<file path="src/srfp_pkg.sv">
// ----------------------------------------------------------------------------
// srfp_pkg: shared types and constants
// Frame bytes, frame phase encoding, config register indexes and the
// structs passed between the frame parser modules.
// ----------------------------------------------------------------------------
package srfp_pkg;

	localparam logic [7:0] SYNC_FIRST  = 8'h55;
	localparam logic [7:0] SYNC_SECOND = 8'hAA;
	localparam logic [7:0] TRAIL_CR    = 8'h0D;
	localparam logic [7:0] TRAIL_LF    = 8'h0A;

	localparam int unsigned BYTE_W  = 8;
	localparam int unsigned STAMP_W = 64;
	localparam int unsigned CFG_IDX_W = 8;

	// Input tdata: rx_byte, arrival_time
	localparam int unsigned IN_DATA_W  = BYTE_W + STAMP_W;
	// Output tdata: request_code, request_page, frame_start_time
	localparam int unsigned OUT_DATA_W = 2 * BYTE_W + STAMP_W;

	typedef enum logic [CFG_IDX_W-1:0] {
		REG_CODE_MEASURE = 8'd0,
		REG_CODE_CACHE   = 8'd1,
		REG_CODE_ABORT   = 8'd2,
		REG_PAGE_TIME    = 8'd3,
		REG_PAGE_FREQ    = 8'd4
	} reg_idx_t;

	typedef enum logic [2:0] {
		PH_HUNT  = 3'd0,
		PH_SYNC2 = 3'd1,
		PH_CMD   = 3'd2,
		PH_PAGE  = 3'd3,
		PH_CR    = 3'd4,
		PH_LF    = 3'd5
	} phase_t;

	typedef struct packed {
		logic [BYTE_W-1:0] code_measure;
		logic [BYTE_W-1:0] code_cache;
		logic [BYTE_W-1:0] code_abort;
		logic [BYTE_W-1:0] page_time_code;
		logic [BYTE_W-1:0] page_freq_code;
	} cfg_t;

	typedef struct packed {
		logic               emit;
		logic [BYTE_W-1:0]  request_code;
		logic [BYTE_W-1:0]  request_page;
		logic [STAMP_W-1:0] frame_start_time;
	} parse_res_t;

endpackage

</file>
<file path="src/srfp_cfg.sv">
// ----------------------------------------------------------------------------
// srfp_cfg: request and page code registers
// Holds the five match codes; writes to unknown indexes are dropped.
// ----------------------------------------------------------------------------
module srfp_cfg
	import srfp_pkg::*;
(
	input  logic                 clk,
	input  logic                 arst_n,
	input  logic                 wr_en,
	input  logic [CFG_IDX_W-1:0] wr_index,
	input  logic [BYTE_W-1:0]    wr_data,
	output cfg_t                 cfg
);

	cfg_t cfg_q;

	always_ff @(posedge clk or negedge arst_n) begin
		if (!arst_n) begin
			cfg_q.code_measure   <= 8'd1;
			cfg_q.code_cache     <= 8'd2;
			cfg_q.code_abort     <= 8'd3;
			cfg_q.page_time_code <= 8'd0;
			cfg_q.page_freq_code <= 8'd1;
		end else if (wr_en) begin
			unique case (wr_index)
				REG_CODE_MEASURE: cfg_q.code_measure   <= wr_data;
				REG_CODE_CACHE:   cfg_q.code_cache     <= wr_data;
				REG_CODE_ABORT:   cfg_q.code_abort     <= wr_data;
				REG_PAGE_TIME:    cfg_q.page_time_code <= wr_data;
				REG_PAGE_FREQ:    cfg_q.page_freq_code <= wr_data;
				default: ;
			endcase
		end
	end

	assign cfg = cfg_q;

endmodule

</file>
<file path="src/srfp_parse.sv">
// ----------------------------------------------------------------------------
// srfp_parse: frame phase tracker and request filter
// Walks the six-byte frame one byte per advance and flags a result when a
// frame ends with matching command and page codes.
// ----------------------------------------------------------------------------
module srfp_parse
	import srfp_pkg::*;
(
	input  logic               clk,
	input  logic               arst_n,
	input  logic               advance,
	input  logic [BYTE_W-1:0]  rx_byte,
	input  logic [STAMP_W-1:0] arrival_time,
	input  cfg_t               cfg,
	output parse_res_t         res
);

	phase_t             phase_q;
	phase_t             phase_nxt;
	logic [BYTE_W-1:0]  held_command_q;
	logic [BYTE_W-1:0]  held_page_q;
	logic [STAMP_W-1:0] start_stamp_q;

	logic cmd_ok;
	logic page_ok;
	logic take_stamp;
	logic take_cmd;
	logic take_page;
	logic emit;

	assign cmd_ok  = (held_command_q == cfg.code_measure) ||
	                 (held_command_q == cfg.code_cache) ||
	                 (held_command_q == cfg.code_abort);
	assign page_ok = (held_page_q == cfg.page_time_code) ||
	                 (held_page_q == cfg.page_freq_code);

	// Next phase
	always_comb begin
		phase_nxt = PH_HUNT;
		unique case (phase_q)
			PH_HUNT: begin
				phase_nxt = (rx_byte == SYNC_FIRST) ? PH_SYNC2 : PH_HUNT;
			end
			PH_SYNC2: begin
				if (rx_byte == SYNC_SECOND) begin
					phase_nxt = PH_CMD;
				end else if (rx_byte == SYNC_FIRST) begin
					phase_nxt = PH_SYNC2;
				end
			end
			PH_CMD:  phase_nxt = PH_PAGE;
			PH_PAGE: phase_nxt = PH_CR;
			PH_CR: begin
				if (rx_byte == TRAIL_CR) begin
					phase_nxt = PH_LF;
				end else if (rx_byte == SYNC_FIRST) begin
					phase_nxt = PH_SYNC2;
				end
			end
			default: begin
				// trailer slot; an unexpected sync byte reopens a frame
				phase_nxt = (rx_byte == SYNC_FIRST) ? PH_SYNC2 : PH_HUNT;
			end
		endcase
	end

	// Captures and result flag
	always_comb begin
		take_stamp = 1'b0;
		take_cmd   = 1'b0;
		take_page  = 1'b0;
		emit       = 1'b0;
		unique case (phase_q)
			PH_HUNT, PH_SYNC2, PH_CR: take_stamp = (rx_byte == SYNC_FIRST);
			PH_CMD:  take_cmd  = 1'b1;
			PH_PAGE: take_page = 1'b1;
			default: begin
				emit       = (rx_byte == TRAIL_LF) && cmd_ok && page_ok;
				take_stamp = (rx_byte == SYNC_FIRST);
			end
		endcase
	end

	always_ff @(posedge clk or negedge arst_n) begin
		if (!arst_n) begin
			phase_q        <= PH_HUNT;
			held_command_q <= '0;
			held_page_q    <= '0;
			start_stamp_q  <= '0;
		end else if (advance) begin
			phase_q <= phase_nxt;
			if (take_cmd) begin
				held_command_q <= rx_byte;
			end
			if (take_page) begin
				held_page_q <= rx_byte;
			end
			if (take_stamp) begin
				start_stamp_q <= arrival_time;
			end
		end
	end

	assign res.emit             = emit;
	assign res.request_code     = held_command_q;
	assign res.request_page     = held_page_q;
	assign res.frame_start_time = start_stamp_q;

endmodule

</file>
<file path="src/serial_request_frame_parser.sv">
// ----------------------------------------------------------------------------
// serial_request_frame_parser: request frame recognizer for a serial link
// Path: a closing byte is staged in the input register, then its result loads the result register that drives m_tdata.
// Throughput: one byte per cycle, except while a result waits for a stalled output.
// A stalled output holds one result; bytes keep flowing until the next closing byte
// that yields a result, which waits in the input register until the output drains.
// Reset: arst_n clears the phase to hunting, both register stages to empty, codes to defaults.
// ----------------------------------------------------------------------------
module serial_request_frame_parser
	import srfp_pkg::*;
(
	input  logic                  clk,
	input  logic                  arst_n,
	// Byte input stream
	input  logic                  s_tvalid,
	output logic                  s_tready,
	input  logic [IN_DATA_W-1:0]  s_tdata,   // [7:0] rx_byte, [71:8] arrival_time
	// Request output stream
	output logic                  m_tvalid,
	input  logic                  m_tready,
	output logic [OUT_DATA_W-1:0] m_tdata,   // [7:0] request_code, [15:8] request_page,
	                                         // [79:16] frame_start_time
	// Configuration write channel
	input  logic                  cfg_valid,
	output logic                  cfg_ready,
	input  logic [CFG_IDX_W-1:0]  cfg_index,
	input  logic [BYTE_W-1:0]     cfg_data
);

	cfg_t       cfg;
	parse_res_t res;

	// Input register stage
	logic               valid_s1;
	logic [BYTE_W-1:0]  rx_byte_s1;
	logic [STAMP_W-1:0] arrival_time_s1;
	logic               consume_s1;

	// Result register
	logic                  out_valid_q;
	logic [OUT_DATA_W-1:0] out_data_q;

	// Registers are always writable; the sender must keep the stream idle during writes (not enforced here).
	assign cfg_ready = 1'b1;

	srfp_cfg u_cfg (
		.clk      (clk),
		.arst_n   (arst_n),
		.wr_en    (cfg_valid),
		.wr_index (cfg_index),
		.wr_data  (cfg_data),
		.cfg      (cfg)
	);

	// Retire the staged byte unless it produces a result that has nowhere to go.
	assign consume_s1 = valid_s1 && (!res.emit || !out_valid_q || m_tready);
	assign s_tready   = !valid_s1 || consume_s1;

	always_ff @(posedge clk or negedge arst_n) begin
		if (!arst_n) begin
			valid_s1 <= 1'b0;
		end else if (s_tready) begin
			valid_s1 <= s_tvalid;
		end
	end

	// Payload: load on every input transaction, no reset needed.
	always_ff @(posedge clk) begin
		if (s_tvalid && s_tready) begin
			rx_byte_s1      <= s_tdata[BYTE_W-1:0];
			arrival_time_s1 <= s_tdata[IN_DATA_W-1:BYTE_W];
		end
	end

	srfp_parse u_parse (
		.clk          (clk),
		.arst_n       (arst_n),
		.advance      (consume_s1),
		.rx_byte      (rx_byte_s1),
		.arrival_time (arrival_time_s1),
		.cfg          (cfg),
		.res          (res)
	);

	// Result register: load an accepted frame, drop the flag once the
	// downstream transaction completes.
	always_ff @(posedge clk or negedge arst_n) begin
		if (!arst_n) begin
			out_valid_q <= 1'b0;
		end else if (consume_s1 && res.emit) begin
			out_valid_q <= 1'b1;
		end else if (m_tready) begin
			out_valid_q <= 1'b0;
		end
	end

	always_ff @(posedge clk) begin
		if (consume_s1 && res.emit) begin
			out_data_q <= {res.frame_start_time, res.request_page, res.request_code};
		end
	end

	assign m_tvalid = out_valid_q;
	assign m_tdata  = out_data_q;

	// A full input stage never reports ready unless it drains this cycle.
	a_no_overrun: assert property (@(posedge clk) disable iff (!arst_n)
		!(s_tready && valid_s1 && !consume_s1))
		else $error("input stage overrun");

	// A frame result that reaches the output is presented next cycle.
	a_emit_shows: assert property (@(posedge clk) disable iff (!arst_n)
		(consume_s1 && res.emit) |=> m_tvalid)
		else $error("accepted frame not presented");

	// A result blocked by a stalled output keeps its closing byte staged.
	a_hold_blocked: assert property (@(posedge clk) disable iff (!arst_n)
		(valid_s1 && res.emit && out_valid_q && !m_tready) |=> valid_s1)
		else $error("blocked frame byte lost");

endmodule
</file>
<file path="config.mk">
export PLATFORM = sky130hd
export DESIGN_NAME = serial_request_frame_parser
export DESIGN_NICKNAME = d
export VERILOG_FILES = /design/src/srfp_pkg.sv /design/src/srfp_cfg.sv /design/src/srfp_parse.sv /design/src/serial_request_frame_parser.sv
export SDC_FILE = /design/constraint.sdc
export NUM_CORES = 1
export LEC_CHECK = 0
export ABC_AREA = 1
export BUFFER_PORTS_ARGS = -buffer_cell sky130_fd_sc_hd__buf_2
export CORE_ASPECT_RATIO = 1.1
export CORE_UTILIZATION = 55
export CTS_CLUSTER_SIZE = 25
export DETAILED_ROUTE_END_ITERATION = 6
export HOLD_SLACK_MARGIN = 0.1
export PLACE_DENSITY = 0.86
export SYNTH_ARGS = -nofsm -noshare
export SYNTH_HDL_FRONTEND = slang
export SYNTH_SLANG_ARGS = --single-unit
</file>
<file path="constraint.sdc">
create_clock -name clk -period 4.52 [get_ports clk]
set_input_delay 0.452 -clock clk [delete_from_list [all_inputs] [get_ports clk]]
set_output_delay 0.452 -clock clk [all_outputs]
set_load 0.02 [all_outputs]
</file>
==> out/qor.csv <==
metric,value,unit
status,finished clean,
syn nets,915,
DRC Markers,0,
CP cell instances,nor2_1 -> nand2_1 -> inv_1 -> nand4_1 -> a21oi_4 -> nand3_4 -> nand3_4 -> nand2_1 -> nand2_1,
final-stage net count,1137,
worst skew pair latency,0.53,ns
H-tree levels,1,
reg2reg start,rx_byte_s1[7],
ys async rst share,0.451,
hold crit path type,in -> reg,
largest net degree at the start of global routing,88,
CP endpoint kind,flop,
"Clk pin slew, worst setup/hold paths",0.06,ns
GR Overflow Total,0,
Synth Warn #,0,
"reg-to-reg slack, setup",1.28,ns
port buffer count,174,
mean post-synth cell area,12.6,sq um
Starting DRT DRC Count,495,
Max-slew headroom,0.345,
CTS Sinks,277,
die width,133,um
WP data required,4.96,ns
Clock Skew,0.0167,ns
leakage power,0.00582,uW
TNS Setup,0,ns
Netlist Area Pre-Place,0.0104,sq mm
layout cells sized above 1,0.223,
die height,146,um
Sw Ratio,0.212,
Startpoint Class,flop,
XOR/XNOR Fraction of Synth Area,0.0287,
Peak supply drop,408,uV
"Min Clock Period, post-route",3.24,ns
routability congestion estimate,0.812,
largest family of logic cells by synthesized area,simple AND/OR/NAND/NOR gates,
CTS tree,built,
Yosys cell types,26,
Reg2Reg Depth,9,
Post-Synth Adder-Cell Area,0,
routed wire length per instance,17.2,um
drt total wl,22500,um
maxcap violations,0,
GR Util All Layers,0.239,
Int Pwr,4030,uW
via count,6928,
Cells after Synth,822,
part of the cycle the worst path needs,0.717,
Critical Path AT,3.68,ns
core area,0.0184,sq mm
Post-CTS Resized,0,
Compound-Gate Fraction of Synth Area,0.0228,
first-pass GRT wire length,36000,um
Max stage delay on crit path,0.89,ns
"FF+latch count, synth",277,
Initial Util,0.564,
top_reg_cell synth,edfxtp_1,
final max-slew violation count,0,
initial antenna violation count,1,
DIE AREA,0.0194,sq mm
r2r endpoint,u_parse.start_stamp_q[4],
Crit-path slowest cell,nand3_4,
via/cell ratio,5.30,
Root Driver,clkbuf_16,
dpl hpwl,13300,um
CP Launch Point,rx_byte_s1[7],
Setup crit end,u_parse.start_stamp_q[4],
area grow syn2layout,22.2,%
Fin. Hold Viols,0,
first-pass iteration count of the detailed router,6,
Logic pwr share,0.049,
Max clock buf depth,3,
hold_ws,0.112,ns
Post-synth EDFFs,152,
setup violators final,0,
sequential power share,0.556,
Max Fclk,309,MHz
most frequent CP cell,nand2_1,
CP Class,reg -> reg,
mux share of post-synthesis cell area,0,
top-level port count,176,
"Seq/Total Area, Yosys",0.742,
setup repair bufs after CTS,0,
switching power,1090,uW
power per cell area,404,mW/mm^2
RSZ-0062 raised after global routing,false,
CP max FO,86,
num rows,52,
remaining antenna violation count,0,
vias in the first global route,6984,
total CTS buffers,26,
clock network fraction of total power,0.395,
Synth Area in Simple Gates,0.169,
actual slew at the worst max-slew pin,0.982,ns
[flip-flops by register name, summed over array words and instances, names as in the netlist]
name,count
arrival_time_s1,64
m_tdata,80
m_tvalid,1
rx_byte_s1,8
u_cfg.cfg,40
u_parse.held_command_q,8
u_parse.held_page_q,8
u_parse.phase_q,3
u_parse.start_stamp_q,64
valid_s1,1
[power by group through the flow]
stage          Combinational, uW  Sequential (uW)  Clock, uW
4_1_cts                      243             2840       2040
3_3_place_gp                 197             2890          0
5_1_grt                      282             2860       2160
3_5_place_dp                 209             2890          0
2_1_floorplan                117             2880          0
6_report                     249             2850       2030
[worst min-delay path by stage]
| stage | from | end | depth (start not counted) |
|---|---|---|---|
| after global placement | u_parse.start_stamp_q[30] | m_tdata[46] | 0 |
| after CTS | s_tdata[51] | arrival_time_s1[43] | 1 |
| after global routing | s_tdata[67] | arrival_time_s1[59] | 1 |
| after detailed placement | u_parse.start_stamp_q[28] | m_tdata[44] | 0 |
| final | s_tdata[67] | arrival_time_s1[59] | 1 |
| after floorplan | arst_n | m_tvalid | 0 |
[layer usage]
layer / track usage / vias to the layer above / routed length, um
met4: 0.0879 / 0 / 704
met3: 0.0306 / 44 / 1420
met1: 0.305 / 3316 / 8660
li1: - / 3273 / -
met2: 0.421 / 295 / 11700
met5: 0 / - / 0
[final cells by class]
class                   count  area, sq um
diodes                      1         2.50
clock buffers              42          751
clock inverters             6         42.5
fillers                  1236         5730
inverters                  37          141
multi-input cells         470         2300
flip-flops and latches    277         7700
well taps                 243          304
repair buffers            232         1440
[layout by cell type (no fill, tap or decap), types with 2 or more instances in the layout]
cell and instances:
clkbuf_8 4, buf_4 8, nor2_1 24, o21ai_0 18
edfxtp_1 152, clkbuf_16 26, nand3_2 2, clkinv_2 6
o21ai_1 26, inv_1 35, dfstp_2 5, nand3_4 2
nor3_2 2, dlygate4sd3_1 51, dfrtp_1 119, buf_2 173
nand2_2 2, clkbuf_1 12, nand3_1 6, xnor2_1 34
nor3_1 2, nand4_1 85, nand2_1 261
[synthesized netlist by cell type, types with 5 or more instances]
cell,n,share of area
nand2_1,261,0.094
edfxtp_1,152,0.44
dfrtp_1,120,0.29
nand4_1,85,0.051
inv_1,37,0.013
xnor2_1,34,0.029
o21ai_1,26,0.013
nor2_1,25,0.0090
o21ai_0,18,0.0087
buf_2,12,0.0058
buf_4,8,0.0058
buf_6,8,0.0087
nand3_1,6,0.0029
buf_1,5,0.0018
clkbuf_1,5,0.0018
dfstp_2,5,0.013
[critical path: cells and delay by family, from the launching register on]
kind                   cells  cell delay (ns)
and+or+nand+nor            7             2.32
DFF                        1             0.49
AOI/OAI and AO/OA          1             0.22
buffers and inverters      1             0.07
[logic make-up after synthesis]
kind of cell | after synthesis
xor gates and xnor gates | 34
DFF | 277
AOI/OAI and AO/OA | 45
and+or+nand+nor | 390
buffers and inverters | 75
other | 1
[stage by stage]
stage                     worst slack, ns  cells   util  total power (uW)  instance area (sq um)
after floorplan                      1.37    822      -              2990                  10400
after global placement               1.56   1208  0.618              3080                  11400
after detailed placement             1.42   1208  0.618              3100                  11400
after CTS                            1.37   1302  0.686              5130                  12600
after global routing                 1.01   1308  0.689              5300                  12700
final                                1.28   1308  0.689              5120                  12700
[repair_timing]
action,CTS,global route
hold buffers,46,5
endpoints found under the setup margin,0,0
hold endpoints to repair,105,5
No activity file was read; power rests on OpenSTA's default activity.
